## src/hw/rtl/s2i_pkg.sv

```systemverilog
// Shared types, constants and helpers for the string-to-integer parser.
`default_nettype none
package s2i_pkg;

	localparam int MAX_DIGITS  = 16;
	localparam int ALPHA_CHARS = 16;
	localparam int CHAR_W      = 8;
	localparam int DIGIT_W     = (MAX_DIGITS > 1) ? $clog2(MAX_DIGITS) : 1;
	localparam int BLEN_W      = 5;
	localparam int VALUE_W     = 32;
	localparam int CFG_IDX_W   = 2;
	localparam int CFG_DATA_W  = 64;
	localparam int QUEUE_DEPTH = 4;
	localparam int QUEUE_AW    = $clog2(QUEUE_DEPTH);
	localparam int QUEUE_CW    = $clog2(QUEUE_DEPTH + 1);

	// Configuration register indexes
	localparam logic [CFG_IDX_W-1:0] CFG_ALPHA_LOW  = CFG_IDX_W'(0);
	localparam logic [CFG_IDX_W-1:0] CFG_ALPHA_HIGH = CFG_IDX_W'(1);
	localparam logic [CFG_IDX_W-1:0] CFG_BASE_LEN   = CFG_IDX_W'(2);

	localparam logic [CHAR_W-1:0] CH_NUL   = 8'h00;
	localparam logic [CHAR_W-1:0] CH_TAB   = 8'h09;
	localparam logic [CHAR_W-1:0] CH_CR    = 8'h0D;
	localparam logic [CHAR_W-1:0] CH_SPACE = 8'h20;
	localparam logic [CHAR_W-1:0] CH_PLUS  = 8'h2B;
	localparam logic [CHAR_W-1:0] CH_MINUS = 8'h2D;

	typedef struct packed {
		logic [ALPHA_CHARS-1:0][CHAR_W-1:0] chars;
		logic [BLEN_W-1:0]                  base_len;
		logic                               alpha_ok;
	} s2i_cfg_t;

	typedef struct packed {
		logic               last;
		logic               white;
		logic               plus;
		logic               minus;
		logic               hit;
		logic [DIGIT_W-1:0] pos;
	} s2i_item_t;

	function automatic logic is_white(input logic [CHAR_W-1:0] c);
		return (c == CH_SPACE) || ((c >= CH_TAB) && (c <= CH_CR));
	endfunction

endpackage
`default_nettype wire

```

## src/hw/rtl/s2i_cfg.sv

```systemverilog
// Configuration registers and registered alphabet validity check.
`default_nettype none
module s2i_cfg (
	input  wire logic                               clk,
	input  wire logic                               arst_n,
	input  wire logic                               cfg_valid,
	output logic                                    cfg_ready,
	input  wire logic [s2i_pkg::CFG_IDX_W-1:0]      cfg_index,
	input  wire logic [s2i_pkg::CFG_DATA_W-1:0]     cfg_data,
	output s2i_pkg::s2i_cfg_t                       cfg
);

	logic [s2i_pkg::CFG_DATA_W-1:0] alpha_low_q;
	logic [s2i_pkg::CFG_DATA_W-1:0] alpha_high_q;
	logic [s2i_pkg::BLEN_W-1:0]     base_len_q;
	logic                           alpha_ok_q;
	logic                           alpha_ok;
	logic [s2i_pkg::ALPHA_CHARS-1:0][s2i_pkg::CHAR_W-1:0] chars;

	assign cfg_ready = 1'b1;
	assign chars = {alpha_high_q, alpha_low_q};

	always_ff @(posedge clk or negedge arst_n) begin
		if (!arst_n) begin
			alpha_low_q  <= '0;
			alpha_high_q <= '0;
			base_len_q   <= '0;
		end else if (cfg_valid && cfg_ready) begin
			unique case (cfg_index)
				s2i_pkg::CFG_ALPHA_LOW:  alpha_low_q  <= cfg_data;
				s2i_pkg::CFG_ALPHA_HIGH: alpha_high_q <= cfg_data;
				s2i_pkg::CFG_BASE_LEN:   base_len_q   <= cfg_data[s2i_pkg::BLEN_W-1:0];
				default: ;
			endcase
		end
	end

	// Reject short or long bases, reserved characters and duplicates
	always_comb begin
		logic [s2i_pkg::CHAR_W-1:0] c;
		c = '0;
		alpha_ok = (base_len_q >= s2i_pkg::BLEN_W'(2))
			&& (base_len_q <= s2i_pkg::BLEN_W'(s2i_pkg::MAX_DIGITS));
		for (int i = 0; i < s2i_pkg::MAX_DIGITS; i++) begin
			if (s2i_pkg::BLEN_W'(i) < base_len_q) begin
				c = chars[i];
				if (c == s2i_pkg::CH_NUL || c == s2i_pkg::CH_PLUS
						|| c == s2i_pkg::CH_MINUS || s2i_pkg::is_white(c))
					alpha_ok = 1'b0;
				for (int j = i + 1; j < s2i_pkg::MAX_DIGITS; j++) begin
					if (s2i_pkg::BLEN_W'(j) < base_len_q && chars[j] == c)
						alpha_ok = 1'b0;
				end
			end
		end
	end

	always_ff @(posedge clk or negedge arst_n) begin
		if (!arst_n) begin
			alpha_ok_q <= 1'b0;
		end else begin
			alpha_ok_q <= alpha_ok;
		end
	end

	assign cfg.chars    = chars;
	assign cfg.base_len = base_len_q;
	assign cfg.alpha_ok = alpha_ok_q;

endmodule
`default_nettype wire

```

## src/hw/rtl/s2i_front.sv

```systemverilog
// Front end: accepts characters and classifies them against the alphabet.
`default_nettype none
module s2i_front (
	input  wire logic                          in_valid,
	output logic                               in_stall,
	input  wire logic [s2i_pkg::CHAR_W-1:0]    ch,
	input  wire logic                          last,
	input  wire s2i_pkg::s2i_cfg_t             cfg,
	input  wire logic                          q_full,
	output logic                               push,
	output s2i_pkg::s2i_item_t                 item
);

	logic [s2i_pkg::MAX_DIGITS-1:0] match;

	assign in_stall = q_full;
	assign push     = in_valid && !in_stall;

	always_comb begin
		for (int i = 0; i < s2i_pkg::MAX_DIGITS; i++) begin
			match[i] = (s2i_pkg::BLEN_W'(i) < cfg.base_len) && (cfg.chars[i] == ch);
		end
	end

	// Lowest matching position wins
	always_comb begin
		item.last  = last;
		item.white = s2i_pkg::is_white(ch);
		item.plus  = (ch == s2i_pkg::CH_PLUS);
		item.minus = (ch == s2i_pkg::CH_MINUS);
		item.hit   = |match;
		item.pos   = '0;
		for (int i = s2i_pkg::MAX_DIGITS - 1; i >= 0; i--) begin
			if (match[i])
				item.pos = s2i_pkg::DIGIT_W'(i);
		end
	end

endmodule
`default_nettype wire

```

## src/hw/rtl/s2i_queue.sv

```systemverilog
// Short queue of classified characters between front and back.
`default_nettype none
module s2i_queue (
	input  wire logic               clk,
	input  wire logic               arst_n,
	input  wire logic               push,
	input  wire s2i_pkg::s2i_item_t push_item,
	output logic                    full,
	input  wire logic               pop,
	output s2i_pkg::s2i_item_t      head,
	output logic                    empty
);

	s2i_pkg::s2i_item_t entry_q [s2i_pkg::QUEUE_DEPTH];
	logic [s2i_pkg::QUEUE_AW-1:0] wr_ptr_q;
	logic [s2i_pkg::QUEUE_AW-1:0] rd_ptr_q;
	logic [s2i_pkg::QUEUE_CW-1:0] count_q;

	assign full  = (count_q == s2i_pkg::QUEUE_CW'(s2i_pkg::QUEUE_DEPTH));
	assign empty = (count_q == '0);
	assign head  = entry_q[rd_ptr_q];

	always_ff @(posedge clk) begin
		if (push)
			entry_q[wr_ptr_q] <= push_item;
	end

	always_ff @(posedge clk or negedge arst_n) begin
		if (!arst_n) begin
			wr_ptr_q <= '0;
			rd_ptr_q <= '0;
			count_q  <= '0;
		end else begin
			if (push)
				wr_ptr_q <= wr_ptr_q + 1'b1;
			if (pop)
				rd_ptr_q <= rd_ptr_q + 1'b1;
			if (push && !pop)
				count_q <= count_q + 1'b1;
			else if (pop && !push)
				count_q <= count_q - 1'b1;
		end
	end

	a_no_overfill: assert property (@(posedge clk) disable iff (!arst_n)
		count_q <= s2i_pkg::QUEUE_CW'(s2i_pkg::QUEUE_DEPTH))
		else $error("queue count beyond depth");

	a_no_pop_empty: assert property (@(posedge clk) disable iff (!arst_n)
		!(pop && empty))
		else $error("pop from empty queue");

endmodule
`default_nettype wire

```

## src/hw/rtl/s2i_back.sv

```systemverilog
// Back end: parse phases, accumulator and registered result.
`default_nettype none
module s2i_back (
	input  wire logic                           clk,
	input  wire logic                           arst_n,
	input  wire s2i_pkg::s2i_cfg_t              cfg,
	input  wire s2i_pkg::s2i_item_t             item,
	input  wire logic                           empty,
	output logic                                pop,
	output logic                                out_valid,
	input  wire logic                           out_stall,
	output logic signed [s2i_pkg::VALUE_W-1:0]  value,
	output logic                                base_valid
);

	typedef enum logic [3:0] {
		PH_SPACE = 4'b0001,
		PH_SIGN  = 4'b0010,
		PH_DIGIT = 4'b0100,
		PH_DONE  = 4'b1000
	} phase_t;

	phase_t                        phase_q, phase_d;
	logic                          neg_q, neg_d;
	logic [s2i_pkg::VALUE_W-1:0]   acc_q, acc_d;
	logic [s2i_pkg::VALUE_W-1:0]   prod;
	logic [s2i_pkg::VALUE_W-1:0]   signed_acc;
	logic                          in_sign;
	logic                          in_digit;
	logic                          out_valid_q;
	logic [s2i_pkg::VALUE_W-1:0]   value_q;
	logic                          base_valid_q;

	assign pop  = !empty && (!out_valid_q || !out_stall);
	assign prod = s2i_pkg::VALUE_W'(acc_q * s2i_pkg::VALUE_W'(cfg.base_len));

	// A character can fall through several phases in one step
	always_comb begin
		phase_d  = phase_q;
		neg_d    = neg_q;
		acc_d    = acc_q;
		in_sign  = 1'b0;
		in_digit = 1'b0;
		unique case (phase_q)
			PH_SPACE: in_sign  = !item.white;
			PH_SIGN:  in_sign  = 1'b1;
			PH_DIGIT: in_digit = 1'b1;
			PH_DONE:  ;
			default:  ;
		endcase
		if (in_sign) begin
			if (item.minus) begin
				neg_d   = ~neg_q;
				phase_d = PH_SIGN;
			end else if (item.plus) begin
				phase_d = PH_SIGN;
			end else begin
				in_digit = 1'b1;
			end
		end
		if (in_digit) begin
			if (item.hit) begin
				acc_d   = prod + s2i_pkg::VALUE_W'(item.pos);
				phase_d = PH_DIGIT;
			end else begin
				phase_d = PH_DONE;
			end
		end
		signed_acc = neg_d ? (s2i_pkg::VALUE_W'(0) - acc_d) : acc_d;
	end

	always_ff @(posedge clk or negedge arst_n) begin
		if (!arst_n) begin
			phase_q <= PH_SPACE;
			neg_q   <= 1'b0;
			acc_q   <= '0;
		end else if (pop) begin
			if (item.last) begin
				phase_q <= PH_SPACE;
				neg_q   <= 1'b0;
				acc_q   <= '0;
			end else begin
				phase_q <= phase_d;
				neg_q   <= neg_d;
				acc_q   <= acc_d;
			end
		end
	end

	always_ff @(posedge clk or negedge arst_n) begin
		if (!arst_n) begin
			out_valid_q <= 1'b0;
		end else if (pop && item.last) begin
			out_valid_q <= 1'b1;
		end else if (!out_stall) begin
			out_valid_q <= 1'b0;
		end
	end

	always_ff @(posedge clk) begin
		if (pop && item.last) begin
			value_q      <= cfg.alpha_ok ? signed_acc : '0;
			base_valid_q <= cfg.alpha_ok;
		end
	end

	assign out_valid  = out_valid_q;
	assign value      = signed'(value_q);
	assign base_valid = base_valid_q;

	a_restart: assert property (@(posedge clk) disable iff (!arst_n)
		(pop && item.last) |=> (phase_q == PH_SPACE && !neg_q && acc_q == '0))
		else $error("parser not restarted after last character");

	a_invalid_zero: assert property (@(posedge clk) disable iff (!arst_n)
		(out_valid_q && !base_valid_q) |-> (value_q == '0))
		else $error("nonzero value with invalid alphabet");

	a_done_sticks: assert property (@(posedge clk) disable iff (!arst_n)
		(phase_q == PH_DONE) |=> (phase_q == PH_DONE || phase_q == PH_SPACE))
		else $error("parsing resumed after stop");

endmodule
`default_nettype wire

```

## src/hw/rtl/string_to_int_any_base_core.sv

```systemverilog
// Top level of the string-to-integer parser with a configurable alphabet.
//
// Takes one character per cycle while the queue is not full and returns one
// result per string on the character flagged last. The back end does one
// multiply-add by base_length per character, one per cycle unless the output
// is stalled. An accepted character is classified and written into the
// queue; the back end parses it at the queue head and, on the character
// flagged last, writes the result to the output register. A four-entry queue
// parts the front end from the back end, so input is taken while a result
// waits. The registered alphabet validity flag updates in the cycle after a
// configuration write; write configuration only while no string is in flight.
`default_nettype none
module string_to_int_any_base_core (
	input  wire logic                               clk,
	input  wire logic                               arst_n,
	input  wire logic                               in_valid,
	output logic                                    in_stall,
	input  wire logic [s2i_pkg::CHAR_W-1:0]         ch,
	input  wire logic                               last,
	output logic                                    out_valid,
	input  wire logic                               out_stall,
	output logic signed [s2i_pkg::VALUE_W-1:0]      value,
	output logic                                    base_valid,
	input  wire logic                               cfg_valid,
	output logic                                    cfg_ready,
	input  wire logic [s2i_pkg::CFG_IDX_W-1:0]      cfg_index,
	input  wire logic [s2i_pkg::CFG_DATA_W-1:0]     cfg_data
);

	s2i_pkg::s2i_cfg_t  cfg;
	s2i_pkg::s2i_item_t front_item;
	s2i_pkg::s2i_item_t head_item;
	logic               push;
	logic               pop;
	logic               q_full;
	logic               q_empty;

	s2i_cfg u_cfg (
		.clk       (clk),
		.arst_n    (arst_n),
		.cfg_valid (cfg_valid),
		.cfg_ready (cfg_ready),
		.cfg_index (cfg_index),
		.cfg_data  (cfg_data),
		.cfg       (cfg)
	);

	s2i_front u_front (
		.in_valid (in_valid),
		.in_stall (in_stall),
		.ch       (ch),
		.last     (last),
		.cfg      (cfg),
		.q_full   (q_full),
		.push     (push),
		.item     (front_item)
	);

	s2i_queue u_queue (
		.clk       (clk),
		.arst_n    (arst_n),
		.push      (push),
		.push_item (front_item),
		.full      (q_full),
		.pop       (pop),
		.head      (head_item),
		.empty     (q_empty)
	);

	s2i_back u_back (
		.clk        (clk),
		.arst_n     (arst_n),
		.cfg        (cfg),
		.item       (head_item),
		.empty      (q_empty),
		.pop        (pop),
		.out_valid  (out_valid),
		.out_stall  (out_stall),
		.value      (value),
		.base_valid (base_valid)
	);

endmodule
`default_nettype wire
```

## config.mk

```make
export PLATFORM = sky130hd
export DESIGN_NAME = string_to_int_any_base_core
export DESIGN_NICKNAME = d
export VERILOG_FILES = /design/src/hw/rtl/s2i_pkg.sv /design/src/hw/rtl/s2i_cfg.sv /design/src/hw/rtl/s2i_front.sv /design/src/hw/rtl/s2i_queue.sv /design/src/hw/rtl/s2i_back.sv /design/src/hw/rtl/string_to_int_any_base_core.sv
export SDC_FILE = /design/constraint.sdc
export NUM_CORES = 2
export LEC_CHECK = 0
export BUFFER_PORTS_ARGS = -buffer_cell sky130_fd_sc_hd__buf_2
export CELL_PAD_IN_SITES_DETAIL_PLACEMENT = 0
export CELL_PAD_IN_SITES_GLOBAL_PLACEMENT = 2
export CORE_ASPECT_RATIO = 0.6
export CORE_UTILIZATION = 35
export CTS_CLUSTER_DIAMETER = 120
export DETAILED_ROUTE_END_ITERATION = 6
export PLACE_DENSITY = 0.78
export SLEW_MARGIN = 20
export SYNTH_ARGS = -nofsm -noshare
export SYNTH_HDL_FRONTEND = slang
export SYNTH_SLANG_ARGS = --single-unit
```

## constraint.sdc

```tcl
create_clock -name clk -period 8.2 [get_ports clk]
set_clock_uncertainty 0.05 [all_clocks]
set_input_delay 1.64 -clock clk [delete_from_list [all_inputs] [get_ports clk]]
set_output_delay 1.64 -clock clk [all_outputs]
set_load 0.02 [all_outputs]
```

* Yosys cells after proc, flatten, opt, wreduce, memory -nomap -nowiden
Memory sizes are Yosys's and may differ from the RTL's. Index checks and enable logic that the tools add are counted.
Storage, ports and cells: RAM bits 36, output and inout port bits 36, memories 1, register bits 212
Cells by class: order comparisons 52, reductions and logical operators 258, mux-type cells 192, multipliers 1, eq/ne operators 194, bitwise logic cells 1, $add $sub $neg 6
Memory list:
- u_queue.entry_q | depth 4, bits a word 9, rd ports 1, clocked after Yosys merged registers in 0, wr ports 1, line s2i_queue.sv:14 | s2i_pkg::s2i_item_t entry_q [s2i_pkg::QUEUE_DEPTH];
Operators by type and width (number):
- 8-bit equality test | 136
- 8-bit by 6-bit equality test with 1-bit output (second input constant) | 51
- 1-bit two-way mux | 163
- 1-bit logical AND | 159
- 8-bit by 4-bit >= comparator with 1-bit output (second input constant) | 17
- 8-bit by 4-bit less-or-equal comparator with 1-bit output (second input constant) | 17
- 8-bit zero test | 16
- 32-bit two-way mux | 4
- 4-bit two-way mux | 22
- 1-bit logical OR | 66
- 4-bit by 5-bit less-than comparator with 1-bit output (first input constant) | 8
- 32-bit by 4-bit adder with 32-bit output | 1
- 32-bit by 5-bit multiplier with 32-bit output | 1
- 1-bit by 32-bit subtractor with 32-bit output (first input constant) | 1
- 3-bit by 5-bit less-than comparator with 1-bit output (first input constant) | 4
- 16-bit OR reduction | 1
- 1-bit by 5-bit less-than comparator with 1-bit output (first input constant) | 2
- 2-bit by 5-bit less-than comparator with 1-bit output (first input constant) | 2
- 1-bit zero test | 7
- 3-bit two-way mux | 2
- 2-bit AND reduction | 3
- 5-bit by 2-bit >= comparator with 1-bit output (second input constant) | 1
- 5-bit less-or-equal comparator (second input constant) | 1
- 2-bit by 1-bit adder with 2-bit output (second input constant) | 2
- 17 further kinds | 17

* Longest topological paths before layout
word-level depth 156, mapped depth 22, gate-level depth less buffers 19

* Hierarchy
A second synthesis with hierarchy kept.
Unflattened totals: cells, all modules 3495, area total of the unflattened synthesis 31342.6 sq um
Modules (own cells, without submodules):
- s2i_cfg | seq. area each 3353.2 sq um, cells each 2056, times used 1, area an instance 18328.8 sq um
- s2i_back | seq. area each 1943.1 sq um, cells each 1091, times used 1, area an instance 9379.0 sq um
- s2i_front | seq. area each 0.0 sq um, cells each 267, times used 1, area an instance 1940.6 sq um
- s2i_queue | seq. area each 1256.2 sq um, cells each 81, times used 1, area an instance 1694.1 sq um

* Worst setup path before layout
No wires, ideal clock.
path type reg2reg, start register u_cfg.base_len_q[4] in the netlist's numbering, end register u_back.value_q (netlist bit u_back.value[31]), data pin, clock period less this slack 6545 ps, setup slack 1655 ps, data arrival time 6232 ps, stages on the path, launching flop included 22, buffers on the path 5, library setup time 263 ps, cell sequence dfrtp_1 > clkbuf_1 > clkbuf_1 > clkbuf_1 > clkbuf_1 > clkbuf_1 > nand2_1 > fa_1 > fa_1 > fa_1 > inv_1 > ha_1 > nor2b_4 > o31ai_4 > nand2_2 > xor2_1 > or4_4 > o41ai_4 > nand3_2 > nor4_4 > a41oi_1 > mux2i_1
On the way: cells in the longest elaborated chain, start to end 6
RTL lines:
- start: declaration | line s2i_cfg.sv:15 | logic [s2i_pkg::BLEN_W-1:0] base_len_q;
- start signal: assignment | line s2i_cfg.sv:32 | s2i_pkg::CFG_BASE_LEN: base_len_q <= cfg_data[s2i_pkg::BLEN_W-1:0];
- 32-bit by 5-bit multiplier with 32-bit output (*) | line s2i_back.sv:35 | assign prod = s2i_pkg::VALUE_W'(acc_q * s2i_pkg::VALUE_W'(cfg.base_len));
- 32-bit by 4-bit adder with 32-bit output (*) | line s2i_back.sv:63 | acc_d = prod + s2i_pkg::VALUE_W'(item.pos);
- 32-bit two-way mux (*) | line s2i_back.sv:62 | if (item.hit) begin
- 32-bit two-way mux (*) | line s2i_back.sv:61 | if (in_digit) begin
- 1-bit by 32-bit subtractor with 32-bit output | line s2i_back.sv:69 | signed_acc = neg_d ? (s2i_pkg::VALUE_W'(0) - acc_d) : acc_d;
- 32-bit two-way mux (*) | line s2i_back.sv:69
- end signal: assignment | line s2i_back.sv:102 | value_q <= cfg.alpha_ok ? signed_acc : '0;
- end: declaration | line s2i_back.sv:31 | logic [s2i_pkg::VALUE_W-1:0] value_q;
Mark *: on every way between the ends. The rest lies on a longest branch, timed or not. A chain may end at the register's enable or synchronous reset.

* Worst setup path after layout
Same ends and word-level chain as after synthesis.

==> impl_metrics.yaml <==
cts:
  path_clk_slew_ns: 0.07
  tritoncts: "built"
  clock_path_buffers: 3
  cts_max_level: 1
  clkSinkCount: 248
  cts_inserted_buffers: 27
  clk_latency_ns: 0.62
  postCtsHoldBufs: 0
  post_cts_buffers: 0
  cts_resized: 0
  cts-root-buf: "clkbuf_16"
routing:
  drt_iter0_markers: 3473
  first_pass_iters: 7
  viasPerCell: 5.80
  drt-wirelength-per-cell_um: 26.9
  drtAntennaViolNets: 0
  drc: 0
  vias: 26100
  wl_um: 121000
worst_setup_path:
  critical_path.max_stage_delay_ns: 0.93
  r2r-end: "u_back.value[31]$_SDFFCE_PN0P_"
  cpMaxStageDelayCell: "dfrtp_2"
  crit_path_start: "u_cfg.base_len_q[4]$_DFFE_PN0P_"
  crit_arrival_ns: 6.65
  rrSetupSlack_ns: 1.86
  cp-endpoint: "u_back.value[31]$_SDFFCE_PN0P_"
  crit_required_ns: 8.51
  path_delay_family: "adder cells"
  regToRegStartpoint: "u_cfg.base_len_q[4]$_DFFE_PN0P_"
  crit_chain: "nand2_1 -> fa_1 -> fa_1 -> fa_1 -> inv_1 -> ha_1 -> nor2b_4 -> o31ai_4 -> nand2_2 -> xor2_1 -> or4_4 -> o41ai_4 -> nand3_2 -> nor4_4 -> a41oi_1 -> mux2i_1"
  crit_type: "reg -> reg"
  path_depth: 16
  start_kind: "flop"
  cp_num_buf_inv: 1
  path_common_cell: "fa_1"
  crit_path_end_kind: "flop"
  reg2reg_depth: 16
  cp_max_fo: 42
finish:
  stdcell_count: 4495
  num_antenna_cells: 0
  final_nets: 3575
  multi_input_area_sq_um: 21800
  layout-drive-gt1-share: 0.150
  nFillCells: 8493
  syn2layout_area_growth_pct: 8.90
  layout.area.seq_sq_um: 6560
  final_core_util: 0.389
  final_cell_area_sq_um: 32800
status:
  status: "finished clean"
timing:
  fmax_ghz: 0.158
  fin_ws_ns: 1.86
  tns_ns: 0
  max_slew.worst_pin.slew_ns: 1.18
  rsz0062_at_grt: "false"
  setup_viol: 0
  timing.slew.headroom: 0.210
  fin_crit_sh: 0.773
  slew_violations: 0
  hold_viol: 0
  period_minus_slack_ns: 6.34
synth:
  seq_area_frac_synth: 0.218
  syn-cell-area_sq_um: 30100
  syn_inst: 3405
  async_flop_share: 0.722
  ys_ff_latch: 248
  synth-edff-count: 69
  yosysUniqueCellTypes: 95
  post_synth.cell_area_avg_sq_um: 8.84
  yosys_warnings: 0
  postSynthNetCount: 3640
  ys_dominant_reg_cell: "dfrtp_1"
die:
  die_width_um: 381
  ioPinCount: 116
  die_h_um: 229
  std_cell_rows: 82
  die_area_sq_um: 87300
  core_area_sq_um: 84300
  start_util: 0.357
power:
  cellPowerDensity_nw_per_um2: 282
  p_leak_nw: 12.4
  ir_drop_mv: 0.180
placed_design:
  numPortBuffers: 114
  gp_congestion: 0.982
  place_area_sq_um: 31900
  dp.cells: 4445
  post-place-ws_ns: 1.91
  dp_hpwl_um: 82200
worst_hold_path:
  hold_depth: 2
  holdCritPathClass: "reg -> reg"
  worstHoldStart: "u_back.phase_q[0]$_DFFE_PN1P_"
global_route:
  antenna_found_initial: 1
  grt_usage: 0.271
  globalRoute.totalOverflow: 0
  grt_max_degree: 98
  grt_pass1_wl_um: 178000
  first_global_vias: 25100
flow_run:
  drv_cap: 0
## final cells by class
class | instances | area share
multi-input combinational | 2698 | 0.665
tap | 1134 | 0.0433
timing repair buffer | 268 | 0.0533
clock inverter | 15 | 0.00584
inverter | 97 | 0.0111
clock buffer | 35 | 0.0218
sequential | 248 | 0.200
## power breakdown
group          switching (W)  internal [W]  leakage, nW
logic                0.00370       0.00227         9.07
clock network       0.000578      0.000743        0.430
registers           0.000359       0.00161         2.87
## worst register-to-register path: cells and delay by family, from the launching register on
family                     cells  cell delay [ns]
AOI/OAI and AO/OA              3             0.98
xor gates and xnor gates       1             0.20
adders and majority gates      4             2.01
buffers and inverters          1             0.04
DFF                            1             0.93
muxes                          1             0.17
and+or+nand+nor                6             1.71
## routing by layer
metal	vias up	track usage	share of wire
met3	182	0.0750	0.12
li1	11400	-	-
met5	-	0	0
met1	13100	0.424	0.48
met2	1368	0.360	0.38
met4	0	0.0543	0.021
## sequential cells by signal, indices dropped and copies added (netlist names)
| register | count |
|---|---|
| u_cfg.alpha_ok_q | 1 |
| u_back.base_valid | 1 |
| u_back.out_valid | 1 |
| u_back.value | 32 |
| u_cfg.alpha_low_q | 64 |
| u_queue.count_q | 3 |
| u_queue.entry_q | 36 |
| u_back.acc_q | 32 |
| u_back.phase_q | 4 |
| u_queue.wr_ptr_q | 2 |
| u_back.neg_q | 1 |
| u_cfg.alpha_high_q | 64 |
| u_cfg.base_len_q | 5 |
| u_queue.rd_ptr_q | 2 |
## cell families (layout without fill, tap and decap cells)
kind of cell,count (synthesis),in the layout,synth area share
multiplexers,159,159,0.0621
AO/OA/AOI/OAI,340,340,0.0780
AND/OR/NAND/NOR,883,883,0.159
flip-flops,248,248,0.218
XOR/XNOR,1159,1159,0.337
other,1,1,0.000125
buffers and inverters,459,415,0.0595
adder cells (fa/ha/maj),156,156,0.0864
## placed cells by master, fill, tap and decap left out, types with 82 or more instances in the layout
cell,synthesis,final
buf_2,41,113
buf_4,1,153
dfrtp_1,178,176
fa_1,87,87
inv_1,96,96
mux2_2,133,133
nand2_1,181,181
nand4_1,175,175
nor2_1,96,96
nor3_1,82,82
nor4_1,139,137
xnor2_1,786,786
xor2_1,372,372
## synthesized netlist by cell type, drive strengths merged, types with 69 or more instances
cell	instances	area, sq um
xnor2	787	6900
mux2	133	1500
edfxtp	69	2070
inv	96	360
buf	155	644
nor3	82	410
nor2	97	372
nor4	141	912
dfrtp	178	4450
and2	73	457
nand4	175	1090
a21oi	79	407
fa	87	1740
clkbuf	207	783
xor2	372	3260
o21ai	70	354
nand2	182	686
## metrics by stage
stage	power [W]	hold slack (ns)
finish	0.00926	0.430
global placement	0.00777	0.424
global route	0.00977	0.459
detailed placement	0.00781	0.425
CTS	0.00917	0.438
floorplan	0.00611	0.373
## how the worst min path moves through the flow
stage / end / slack (ns)
final: u_back.phase_q[0]$_DFFE_PN1P_ / 0.43
after floorplan: u_back.base_valid$_DFFE_PP_ / 0.37
after detailed placement: u_back.phase_q[0]$_DFFE_PN1P_ / 0.42
after CTS: u_back.phase_q[0]$_DFFE_PN1P_ / 0.44
after global routing: u_back.phase_q[0]$_DFFE_PN1P_ / 0.46
after global placement: u_back.phase_q[0]$_DFFE_PN1P_ / 0.42
Note: power is estimated with default switching activity, not from simulation.
